--- src/rtl/image_rotation_address_generator_assert.svh ---
// ----------------------------------------------------------------------------
// image_rotation_address_generator_assert.svh
// Assertion helpers for the image rotation address generator.
// Users must have i_clk and i_rst_n in scope.
// ----------------------------------------------------------------------------
`ifndef IMAGE_ROTATION_ADDRESS_GENERATOR_ASSERT_SVH
`define IMAGE_ROTATION_ADDRESS_GENERATOR_ASSERT_SVH

// Clocked property, ignored while reset is held
`define IMROT_ASSERT(lbl, prop, msg) \
    lbl: assert property (@(posedge i_clk) disable iff (!i_rst_n) (prop)) \
        else $error(msg);

// Same-cycle implication built on the one above
`define IMROT_ASSERT_IMPLIES(lbl, ante, cons, msg) \
    `IMROT_ASSERT(lbl, (ante) |-> (cons), msg)

`endif

--- src/rtl/imrot_pkg.sv ---
// ----------------------------------------------------------------------------
// imrot_pkg
// Shared types and constants of the image rotation address generator.
// ----------------------------------------------------------------------------
package imrot_pkg;

    // Coefficient format: signed fixed point, fixed 16-bit storage
    localparam int COEF_W    = 16;
    localparam int QT_W      = 2;
    localparam int CFG_IDX_W = 3;

    // Configuration register map
    typedef enum logic [CFG_IDX_W-1:0] {
        CFG_SRC_WIDTH      = 3'd0,
        CFG_SRC_HEIGHT     = 3'd1,
        CFG_DST_WIDTH      = 3'd2,
        CFG_DST_HEIGHT     = 3'd3,
        CFG_COS_COEF       = 3'd4,
        CFG_SIN_COEF       = 3'd5,
        CFG_QUARTER_TURNS  = 3'd6,
        CFG_ARBITRARY_MODE = 3'd7
    } t_cfg_idx;

    // Quarter-turn counts
    localparam logic [QT_W-1:0] QT_NONE = 2'd0;
    localparam logic [QT_W-1:0] QT_ONE  = 2'd1;
    localparam logic [QT_W-1:0] QT_TWO  = 2'd2;

    // Mapping mode settings handed to the coordinate mapper
    typedef struct packed {
        logic [COEF_W-1:0] cos_coef;
        logic [COEF_W-1:0] sin_coef;
        logic [QT_W-1:0]   quarter_turns;
        logic              arbitrary_mode;
    } t_mode_cfg;

endpackage

--- src/rtl/image_rotation_address_generator.sv ---
// ----------------------------------------------------------------------------
// image_rotation_address_generator
// Nearest-neighbor inverse mapping for image rotation: destination pixel in,
// source row, column, linear address and inside flag out.
//
//   Channel   Direction  Handshake              Payload
//   -------   ---------  ---------------------  ---------------------------------
//   pixel in  in         i_valid / o_stall      i_out_row, i_out_col
//   result    out        o_valid / i_stall      o_src_row, o_src_col,
//                                               o_src_address, o_inside_res
//   config    in         i_cfg_valid/o_cfg_ready i_cfg_index, i_cfg_data
//
// One pixel per clock sustained while i_stall is low (5 mapper stages: center,
// multiply, sum, truncate, re-center/bounds; 2 address stages: multiply, add).
// Reset clears all stage valids and loads the register defaults.
// Empty stages close up under i_stall, so o_stall rises only when every
// stage holds a request and the output is stalled.
// ----------------------------------------------------------------------------
module image_rotation_address_generator
    import imrot_pkg::*;
#(
    parameter int MAX_DIM        = 8192,
    parameter int COEF_FRAC_BITS = 14
) (
    input  logic                       i_clk,
    input  logic                       i_rst_n,
    // pixel requests
    input  logic                       i_valid,
    output logic                       o_stall,
    input  logic [$clog2(MAX_DIM)-1:0] i_out_row,
    input  logic [$clog2(MAX_DIM)-1:0] i_out_col,
    // results
    output logic                       o_valid,
    input  logic                       i_stall,
    output logic [$clog2(MAX_DIM)-1:0] o_src_row,
    output logic [$clog2(MAX_DIM)-1:0] o_src_col,
    output logic [2*$clog2(MAX_DIM)-1:0] o_src_address,
    output logic                       o_inside_res,
    // register writes
    input  logic                       i_cfg_valid,
    output logic                       o_cfg_ready,
    input  logic [CFG_IDX_W-1:0]       i_cfg_index,
    input  logic [(($clog2(MAX_DIM) > COEF_W) ? $clog2(MAX_DIM) : COEF_W)-1:0] i_cfg_data
);

    `include "image_rotation_address_generator_assert.svh"

    localparam int DW = $clog2(MAX_DIM);

    // Configuration registers
    logic [DW-1:0] r_src_width, r_src_height, r_dst_width, r_dst_height;
    t_mode_cfg     r_mode;

    assign o_cfg_ready = 1'b1;

    always_ff @(posedge i_clk) begin
        if (!i_rst_n) begin
            r_src_width          <= DW'(1);
            r_src_height         <= DW'(1);
            r_dst_width          <= DW'(1);
            r_dst_height         <= DW'(1);
            r_mode.cos_coef       <= COEF_W'(1 << COEF_FRAC_BITS);
            r_mode.sin_coef       <= '0;
            r_mode.quarter_turns  <= QT_NONE;
            r_mode.arbitrary_mode <= 1'b0;
        end else if (i_cfg_valid && o_cfg_ready) begin
            unique case (t_cfg_idx'(i_cfg_index))
                CFG_SRC_WIDTH:      r_src_width          <= i_cfg_data[DW-1:0];
                CFG_SRC_HEIGHT:     r_src_height         <= i_cfg_data[DW-1:0];
                CFG_DST_WIDTH:      r_dst_width          <= i_cfg_data[DW-1:0];
                CFG_DST_HEIGHT:     r_dst_height         <= i_cfg_data[DW-1:0];
                CFG_COS_COEF:       r_mode.cos_coef       <= i_cfg_data[COEF_W-1:0];
                CFG_SIN_COEF:       r_mode.sin_coef       <= i_cfg_data[COEF_W-1:0];
                CFG_QUARTER_TURNS:  r_mode.quarter_turns  <= i_cfg_data[QT_W-1:0];
                CFG_ARBITRARY_MODE: r_mode.arbitrary_mode <= i_cfg_data[0];
                default: ;
            endcase
        end
    end

    // Coordinate mapper
    logic          map_ready, map_valid, addr_ready;
    logic [DW-1:0] map_row, map_col;
    logic          map_inside;

    imrot_map #(
        .DW             (DW),
        .COEF_FRAC_BITS (COEF_FRAC_BITS)
    ) u_map (
        .i_clk        (i_clk),
        .i_rst_n      (i_rst_n),
        .i_valid      (i_valid),
        .o_ready      (map_ready),
        .i_out_row    (i_out_row),
        .i_out_col    (i_out_col),
        .i_src_width  (r_src_width),
        .i_src_height (r_src_height),
        .i_dst_width  (r_dst_width),
        .i_dst_height (r_dst_height),
        .i_mode       (r_mode),
        .o_valid      (map_valid),
        .i_ready      (addr_ready),
        .o_row        (map_row),
        .o_col        (map_col),
        .o_inside     (map_inside)
    );

    // Address unit and output register
    imrot_addr #(
        .DW (DW)
    ) u_addr (
        .i_clk         (i_clk),
        .i_rst_n       (i_rst_n),
        .i_valid       (map_valid),
        .o_ready       (addr_ready),
        .i_row         (map_row),
        .i_col         (map_col),
        .i_inside      (map_inside),
        .i_src_width   (r_src_width),
        .o_valid       (o_valid),
        .i_ready       (!i_stall),
        .o_src_row     (o_src_row),
        .o_src_col     (o_src_col),
        .o_src_address (o_src_address),
        .o_inside_res  (o_inside_res)
    );

    assign o_stall = !map_ready;

    // Checks
    `IMROT_ASSERT_IMPLIES(a_outside_zero, o_valid && !o_inside_res,
        (o_src_row == '0) && (o_src_col == '0) && (o_src_address == '0),
        "outside result carries nonzero fields")
    `IMROT_ASSERT_IMPLIES(a_stall_only_full, o_stall, o_valid && i_stall,
        "input stalled while output is free")
    `IMROT_ASSERT(a_addr_match,
        o_valid |-> (o_src_address == ({{DW{1'b0}}, o_src_row} * {{DW{1'b0}}, r_src_width}
                                       + {{DW{1'b0}}, o_src_col})),
        "address does not match row and column")

endmodule

--- src/rtl/imrot_map.sv ---
// ----------------------------------------------------------------------------
// imrot_map
// Five-stage coordinate mapper: destination pixel to source row/column with
// bounds test. Quarter-turn result rides alongside the rotation datapath.
// ----------------------------------------------------------------------------
module imrot_map
    import imrot_pkg::*;
#(
    parameter int DW             = 13,
    parameter int COEF_FRAC_BITS = 14
) (
    input  logic                  i_clk,
    input  logic                  i_rst_n,
    // request in
    input  logic                  i_valid,
    output logic                  o_ready,
    input  logic [DW-1:0]         i_out_row,
    input  logic [DW-1:0]         i_out_col,
    // settings
    input  logic [DW-1:0]         i_src_width,
    input  logic [DW-1:0]         i_src_height,
    input  logic [DW-1:0]         i_dst_width,
    input  logic [DW-1:0]         i_dst_height,
    input  t_mode_cfg             i_mode,
    // request out
    output logic                  o_valid,
    input  logic                  i_ready,
    output logic [DW-1:0]         o_row,
    output logic [DW-1:0]         o_col,
    output logic                  o_inside
);

    localparam int NSTG = 5;
    localparam int QW   = DW + 2;           // quarter-turn coordinate, signed
    localparam int PW   = DW + 1 + COEF_W;  // one product
    localparam int SW   = PW + 2;           // re-centered coordinate
    localparam int F    = COEF_FRAC_BITS;

    // Stage valids and enables; a stage loads when empty or draining
    logic [NSTG-1:0] r_vld;
    logic [NSTG-1:0] n_vld;
    logic [NSTG:0]   stg_en;

    always_comb begin
        stg_en[NSTG] = i_ready;
        for (int k = NSTG - 1; k >= 0; k--) begin
            stg_en[k] = !r_vld[k] || stg_en[k+1];
        end
    end

    assign n_vld   = {r_vld[NSTG-2:0], i_valid};
    assign o_ready = stg_en[0];
    assign o_valid = r_vld[NSTG-1];

    always_ff @(posedge i_clk) begin
        if (!i_rst_n) begin
            r_vld <= '0;
        end else begin
            for (int k = 0; k < NSTG; k++) begin
                if (stg_en[k]) begin
                    r_vld[k] <= n_vld[k];
                end
            end
        end
    end

    // Quarter-turn coordinates travel down a delay line
    logic signed [QW-1:0] r_qrow [NSTG-1];
    logic signed [QW-1:0] r_qcol [NSTG-1];

    // Stage 0: center on destination, quarter-turn mapping
    logic signed [DW:0]   n_ox, n_oy, r_ox, r_oy;
    logic signed [QW-1:0] n_qrow, n_qcol;
    logic        [QW-1:0] ext_h_m1, ext_w_m1, ext_r, ext_c;

    assign n_ox = {1'b0, i_out_col} - {2'b00, i_dst_width[DW-1:1]};
    assign n_oy = {1'b0, i_out_row} - {2'b00, i_dst_height[DW-1:1]};

    assign ext_h_m1 = {2'b00, i_src_height} - {{(QW-1){1'b0}}, 1'b1};
    assign ext_w_m1 = {2'b00, i_src_width} - {{(QW-1){1'b0}}, 1'b1};
    assign ext_r    = {2'b00, i_out_row};
    assign ext_c    = {2'b00, i_out_col};

    always_comb begin
        case (i_mode.quarter_turns)
            QT_NONE: begin
                n_qrow = ext_r;
                n_qcol = ext_c;
            end
            QT_ONE: begin
                n_qrow = ext_h_m1 - ext_c;
                n_qcol = ext_r;
            end
            QT_TWO: begin
                n_qrow = ext_h_m1 - ext_r;
                n_qcol = ext_w_m1 - ext_c;
            end
            default: begin
                n_qrow = ext_c;
                n_qcol = ext_w_m1 - ext_r;
            end
        endcase
    end

    always_ff @(posedge i_clk) begin
        if (stg_en[0]) begin
            r_ox      <= n_ox;
            r_oy      <= n_oy;
            r_qrow[0] <= n_qrow;
            r_qcol[0] <= n_qcol;
        end
    end

    // Stage 1: four products
    logic signed [PW-1:0] n_p_xc, n_p_ys, n_p_xs, n_p_yc;
    logic signed [PW-1:0] r_p_xc, r_p_ys, r_p_xs, r_p_yc;

    assign n_p_xc = r_ox * $signed(i_mode.cos_coef);
    assign n_p_ys = r_oy * $signed(i_mode.sin_coef);
    assign n_p_xs = r_ox * $signed(i_mode.sin_coef);
    assign n_p_yc = r_oy * $signed(i_mode.cos_coef);

    always_ff @(posedge i_clk) begin
        if (stg_en[1]) begin
            r_p_xc    <= n_p_xc;
            r_p_ys    <= n_p_ys;
            r_p_xs    <= n_p_xs;
            r_p_yc    <= n_p_yc;
            r_qrow[1] <= r_qrow[0];
            r_qcol[1] <= r_qcol[0];
        end
    end

    // Stage 2: rotated sums, exact
    logic signed [PW:0] n_sum_x, n_sum_y, r_sum_x, r_sum_y;

    assign n_sum_x = {r_p_xc[PW-1], r_p_xc} - {r_p_ys[PW-1], r_p_ys};
    assign n_sum_y = {r_p_xs[PW-1], r_p_xs} + {r_p_yc[PW-1], r_p_yc};

    always_ff @(posedge i_clk) begin
        if (stg_en[2]) begin
            r_sum_x   <= n_sum_x;
            r_sum_y   <= n_sum_y;
            r_qrow[2] <= r_qrow[1];
            r_qcol[2] <= r_qcol[1];
        end
    end

    // Stage 3: drop fraction, rounding toward zero (bias negatives first)
    logic signed [PW:0] bias_x, bias_y;
    logic signed [PW:0] n_tx, n_ty, r_tx, r_ty;

    assign bias_x = {{(PW+1-F){1'b0}}, {F{r_sum_x[PW]}}};
    assign bias_y = {{(PW+1-F){1'b0}}, {F{r_sum_y[PW]}}};
    assign n_tx   = (r_sum_x + bias_x) >>> F;
    assign n_ty   = (r_sum_y + bias_y) >>> F;

    always_ff @(posedge i_clk) begin
        if (stg_en[3]) begin
            r_tx      <= n_tx;
            r_ty      <= n_ty;
            r_qrow[3] <= r_qrow[2];
            r_qcol[3] <= r_qcol[2];
        end
    end

    // Stage 4: re-center on source, pick mode, bounds test
    logic signed [SW-1:0] arb_row, arb_col, sel_row, sel_col;
    logic                 n_inside;
    logic [DW-1:0]        r_row, r_col;
    logic                 r_inside;

    assign arb_row = {r_ty[PW], r_ty} + {{(SW-DW+1){1'b0}}, i_src_height[DW-1:1]};
    assign arb_col = {r_tx[PW], r_tx} + {{(SW-DW+1){1'b0}}, i_src_width[DW-1:1]};

    always_comb begin
        if (i_mode.arbitrary_mode) begin
            sel_row = arb_row;
            sel_col = arb_col;
        end else begin
            sel_row = {{(SW-QW){r_qrow[3][QW-1]}}, r_qrow[3]};
            sel_col = {{(SW-QW){r_qcol[3][QW-1]}}, r_qcol[3]};
        end
    end

    assign n_inside = !sel_row[SW-1] && (sel_row < {{(SW-DW){1'b0}}, i_src_height})
                   && !sel_col[SW-1] && (sel_col < {{(SW-DW){1'b0}}, i_src_width});

    always_ff @(posedge i_clk) begin
        if (stg_en[4]) begin
            r_row    <= n_inside ? sel_row[DW-1:0] : '0;
            r_col    <= n_inside ? sel_col[DW-1:0] : '0;
            r_inside <= n_inside;
        end
    end

    assign o_row    = r_row;
    assign o_col    = r_col;
    assign o_inside = r_inside;

endmodule

--- src/rtl/imrot_addr.sv ---
// ----------------------------------------------------------------------------
// imrot_addr
// Two-stage linear address unit: row times source width, then plus column.
// The last stage is the block's output register.
// ----------------------------------------------------------------------------
module imrot_addr
    import imrot_pkg::*;
#(
    parameter int DW = 13
) (
    input  logic            i_clk,
    input  logic            i_rst_n,
    // request in
    input  logic            i_valid,
    output logic            o_ready,
    input  logic [DW-1:0]   i_row,
    input  logic [DW-1:0]   i_col,
    input  logic            i_inside,
    input  logic [DW-1:0]   i_src_width,
    // request out
    output logic            o_valid,
    input  logic            i_ready,
    output logic [DW-1:0]   o_src_row,
    output logic [DW-1:0]   o_src_col,
    output logic [2*DW-1:0] o_src_address,
    output logic            o_inside_res
);

    localparam int NSTG = 2;
    localparam int AW   = 2 * DW;

    // Stage valids and enables
    logic [NSTG-1:0] r_vld;
    logic [NSTG-1:0] n_vld;
    logic [NSTG:0]   stg_en;

    always_comb begin
        stg_en[NSTG] = i_ready;
        for (int k = NSTG - 1; k >= 0; k--) begin
            stg_en[k] = !r_vld[k] || stg_en[k+1];
        end
    end

    assign n_vld   = {r_vld[NSTG-2:0], i_valid};
    assign o_ready = stg_en[0];
    assign o_valid = r_vld[NSTG-1];

    always_ff @(posedge i_clk) begin
        if (!i_rst_n) begin
            r_vld <= '0;
        end else begin
            for (int k = 0; k < NSTG; k++) begin
                if (stg_en[k]) begin
                    r_vld[k] <= n_vld[k];
                end
            end
        end
    end

    // Stage 0: row * width (row is zero for outside pixels)
    logic [AW-1:0] n_prod, r_prod;
    logic [DW-1:0] r_row0, r_col0;
    logic          r_in0;

    assign n_prod = {{DW{1'b0}}, i_row} * {{DW{1'b0}}, i_src_width};

    always_ff @(posedge i_clk) begin
        if (stg_en[0]) begin
            r_prod <= n_prod;
            r_row0 <= i_row;
            r_col0 <= i_col;
            r_in0  <= i_inside;
        end
    end

    // Stage 1: add column, output register
    logic [AW-1:0] r_addr;
    logic [DW-1:0] r_row1, r_col1;
    logic          r_in1;

    always_ff @(posedge i_clk) begin
        if (stg_en[1]) begin
            r_addr <= r_prod + {{DW{1'b0}}, r_col0};
            r_row1 <= r_row0;
            r_col1 <= r_col0;
            r_in1  <= r_in0;
        end
    end

    assign o_src_row     = r_row1;
    assign o_src_col     = r_col1;
    assign o_src_address = r_addr;
    assign o_inside_res  = r_in1;

endmodule
--- config.mk ---
export PLATFORM = sky130hd
export DESIGN_NAME = image_rotation_address_generator
export DESIGN_NICKNAME = d
export VERILOG_FILES = /design/src/rtl/imrot_pkg.sv /design/src/rtl/image_rotation_address_generator.sv /design/src/rtl/imrot_map.sv /design/src/rtl/imrot_addr.sv
export VERILOG_INCLUDE_DIRS = /design/src /design/src/rtl
export SDC_FILE = /design/constraint.sdc
export NUM_CORES = 2
export LEC_CHECK = 0
export BUFFER_PORTS_ARGS = -buffer_cell sky130_fd_sc_hd__buf_4
export CORE_UTILIZATION = 40
export CTS_BUF_LIST = sky130_fd_sc_hd__clkbuf_4
export DETAILED_ROUTE_END_ITERATION = 7
export GPL_TIMING_DRIVEN = 0
export HOLD_SLACK_MARGIN = 0.12
export SLEW_MARGIN = 20
export SYNTH_ARGS = -nofsm -noshare
export SYNTH_HDL_FRONTEND = slang
export SYNTH_SLANG_ARGS = --single-unit
--- constraint.sdc ---
create_clock -name i_clk -period 9.7 [get_ports i_clk]
set_clock_uncertainty 0.05 [all_clocks]
set_input_delay 2.425 -clock i_clk [delete_from_list [all_inputs] [get_ports i_clk]]
set_output_delay 2.425 -clock i_clk [all_outputs]
set_load 0.005 [all_outputs]
==> out/metrics.json <==
{
  "power_and_ir_drop": {
    "cellInternalPower_w": 0.006191,
    "share_seq_of_total_power_pct": 36.1,
    "p_sw_share_pct": 40.60,
    "power.leakage_nw": 35.03,
    "power.density_nw_per_um2": 141.5,
    "fin_total_pwr_w": 0.01042,
    "portion_of_total_power_attributed_to_combinational_logic_pct": 41.3,
    "max-vdd-ir-drop_uv": 138.4,
    "pwr-share-clk_pct": 22.6,
    "p_sw_w": 0.004231
  },
  "sta": {
    "fmaxAchievable_mhz": 117.3,
    "rsz0062_at_grt": "no",
    "hold_ws_ns": 0.3297,
    "fin_ws_ns": 1.173,
    "timing.final.crit_period_ns": 8.527,
    "slew_violations": 0,
    "relSlewSlack_pct": 17.49,
    "timing.final.hold_violations": 0,
    "setup_tns_ns": 0,
    "setup-violations-final": 0,
    "worst_slew_pin_slew_ns": 1.238,
    "timing.final.crit_share_pct": 87.91
  },
  "route": {
    "drt_drc_violations_left": 0,
    "wire_per_inst_um": 21.78,
    "ant_nets": 0,
    "post_drt_via_cell_ratio": 5.177,
    "drt_iter0_markers": 3589,
    "drt_pass1_iterations": 6,
    "finalWirelength_um": 205100,
    "routed-via-count": 48750
  },
  "critical_path": {
    "worst-r2r-cell-count": 22,
    "critical_path.reg2reg.endpoint": "u_map.r_p_xs[28]",
    "critical_path.max_fanout": 11,
    "r2r-start": "u_map.r_ox[13]",
    "reg2reg_slack_ns": 1.17,
    "crit_type": "reg2reg",
    "endpoint_kind": "flip-flop",
    "critPathLaunchType": "flip-flop",
    "cp_data_arrival_time_ns": 9.36,
    "cp.required_ns": 10.53
  },
  "clock_network": {
    "cts_resized": 0,
    "worstSkewPairLatency_ns": 1.20,
    "clkSinkCount": 589,
    "cts_tree": "done",
    "h-tree-depth": 4,
    "clock-root-buffer": "clkbuf_4",
    "worst_setup_hold_path_clk_slew_ns": 0.08,
    "clock_path_buffers": 3,
    "postCtsSetupRepairBufs": 0,
    "cts-buffers-inserted": 165,
    "cts_hold_buf": 0
  },
  "finish": {
    "nNetsFinal": 8697,
    "final_layout_size_suffix_gt1_share_pct": 6.138,
    "core_util_final_pct": 43.89,
    "syn_to_final_growth_pct": 8.668
  },
  "synth": {
    "synth_area_um2": 67770,
    "synth_nets": 8423,
    "seq_area_frac_synth_pct": 24.74,
    "yosys_most_used_dff": "edfxtp_1",
    "synth-warning-count": 0,
    "yosys.cell_types.count": 79,
    "asyncSetResetFlopFracSynth_pct": 0,
    "synth-seq-cells": 589,
    "count_of_mapped_cells_out_of_synthesis": 6809,
    "synthesis.area_per_instance_um2": 9.954,
    "number_of_enable_type_register_cells_in_the_synthesized_netlist": 497
  },
  "die": {
    "fp.dieH_um": 413.6,
    "die_area_um2": 171100,
    "start_util_pct": 40.39,
    "fp.coreArea_um2": 167800,
    "io-pin-count": 106,
    "fp.dieW_um": 413.6,
    "num_rows": 150
  },
  "outcome": {
    "run_status": "completed"
  },
  "placed_design": {
    "globalplace.congestion": 0.9796,
    "dp.final_hpwl_um": 164500,
    "port_buffers": 101,
    "post-place-ws_ns": 1.398
  },
  "global_routing": {
    "grt_start_max_net_pins": 86,
    "number_of_global_route_vias_before_repair": 49820,
    "grt_first_pass_wirelength_um": 308300,
    "global_route.overflow_total": 0,
    "number_of_antenna_violations_at_the_first_check_in_global_routing": 20,
    "grt_usage_pct": 24.57
  },
  "min_path": {
    "worst_hold_path.endpoint": "u_map.r_qrow[3][11]",
    "worst_hold_path.num_cells": 0,
    "hold_class": "reg2reg",
    "worst_hold_startpoint": "u_map.r_qrow[2][11]"
  },
  "flow_run": {
    "cap_viol_max_count": 0
  }
}
## cell usage after synthesis (22+ instances only)
cell type	n	area share (%)
o21a_1	38	0.42
nor3_1	60	0.44
nand4_1	29	0.27
xor2_1	72	0.93
a21o_1	70	0.78
nor2_1	234	1.3
a21oi_1	202	1.5
nand2b_1	48	0.44
a211oi_1	27	0.30
and2_1	562	5.2
mux2_2	22	0.37
edfxtp_1	497	22
fa_1	1006	30
o21bai_1	27	0.30
xnor2_1	254	3.3
nor2b_1	68	0.63
inv_1	1327	7.3
mux2i_1	33	0.49
nand3_1	56	0.41
ha_1	558	10
nand2_1	767	4.2
a21boi_0	98	1.1
o21ai_0	135	1.0
dfxtp_1	92	2.7
and3_1	36	0.33
clkbuf_1	252	1.4
## critical path: stages (launching register included)
cell	delay, ns
edfxtp_1	0.99
clkinv_1	0.72
clkbuf_1	0.65
fa_1	0.67
fa_1	0.56
inv_1	0.06
fa_1	0.48
fa_1	0.51
fa_1	0.50
inv_1	0.06
fa_1	0.47
inv_1	0.08
ha_1	0.34
a21o_1	0.17
a21oi_1	0.18
o21ai_0	0.12
a21o_1	0.16
a21oi_1	0.52
o211a_1	0.28
o31ai_1	0.10
o21ai_0	0.18
nand2b_1	0.09
xor2_1	0.32
## placed cells by master, fill, tap and decap left out, types with 72 or more instances in the layout
master	netlist	layout
buf_4	1	102
o21ai_0	135	135
inv_1	1327	1324
xnor2_1	254	254
edfxtp_1	497	497
fa_1	1006	1006
clkbuf_1	252	247
nand2_1	767	763
a21oi_1	202	202
nor2_1	234	234
ha_1	558	558
dfxtp_1	92	92
xor2_1	72	72
clkbuf_4	0	242
a21boi_0	98	98
and2_1	562	562
## state kept, by name, summed over array words and instances, names as in the netlist, 14 cells and up
signal                cells
r_mode                   35
u_addr.o_src_address     26
u_addr.r_prod            26
u_map.r_ox               14
u_map.r_oy               14
u_map.r_p_xc             30
u_map.r_p_xs             30
u_map.r_p_yc             30
u_map.r_p_ys             30
u_map.r_qcol             60
u_map.r_qrow             60
u_map.r_sum_x            31
u_map.r_sum_y            31
u_map.r_tx               17
u_map.r_ty               17
## routing by layer
| layer | wire [um] | part of all wire, % | vias up | track usage, % |
|---|---|---|---|---|
| met5 | 67 | 0.033 | - | 0 |
| met4 | 11360 | 5.5 | 10 | 12.65 |
| met3 | 15440 | 7.5 | 433 | 4.675 |
| met2 | 93860 | 46 | 1680 | 38.97 |
| met1 | 84340 | 41 | 24510 | 31.93 |
| li1 | - | - | 22120 | - |
## area by class of cell
class                      count  area, um^2
fill                       16400       94140
timing repair buffer         107       899.6
antenna                       12       30.03
buffer                       263        1012
inverter                    1328        4995
clock buffer                 242        1817
clock inverter                43       321.6
sequential                   589       16770
tap                         2204        2758
multi-input combinational   4629       45050
## kinds of logic (layout without fill, tap and decap cells)
group | Yosys count | in the layout | share of synthesized area, %
simple gates | 1931 | 1931 | 14.03
buf+inv | 1591 | 1983 | 8.839
fa+ha+maj | 1564 | 1564 | 40.02
compound gates | 752 | 752 | 7.309
flops | 589 | 589 | 24.74
xor+xnor | 326 | 326 | 4.213
mux | 55 | 55 | 0.8529
other cells | 1 | 13 | 0.005533
## worst max-delay path by stage
stage	from	endpoint	slack, ns
floorplan	i_stall	o_stall	2.75
detailed placement	u_map.r_ox[13]	u_map.r_p_xs[28]	1.40
finish	u_map.r_ox[13]	u_map.r_p_xs[28]	1.17
global route	u_map.r_ox[13]	u_map.r_p_xs[22]	0.95
global placement	i_stall	u_map.r_p_ys[26]	1.19
CTS	u_map.r_ox[13]	u_map.r_p_xs[28]	1.34
## power groups by stage
stage / clock network, W / logic [W] / registers [W]
2_1_floorplan: 0 / 0.00293 / 0.00359
3_3_place_gp: 0 / 0.00418 / 0.00380
3_5_place_dp: 0 / 0.00424 / 0.00381
4_1_cts: 0.00244 / 0.00427 / 0.00376
5_1_grt: 0.00256 / 0.00477 / 0.00380
6_report: 0.00236 / 0.00430 / 0.00376
## stage by stage
| stage | area [um^2] | cells |
|---|---|---|
| 2_1_floorplan | 67770 | 6809 |
| 3_3_place_gp | 71290 | 9114 |
| 3_5_place_dp | 71480 | 9120 |
| 4_1_cts | 73610 | 9405 |
| 5_1_grt | 73640 | 9412 |
| 6_report | 73650 | 9417 |
(Power assumes the default switching activity.)
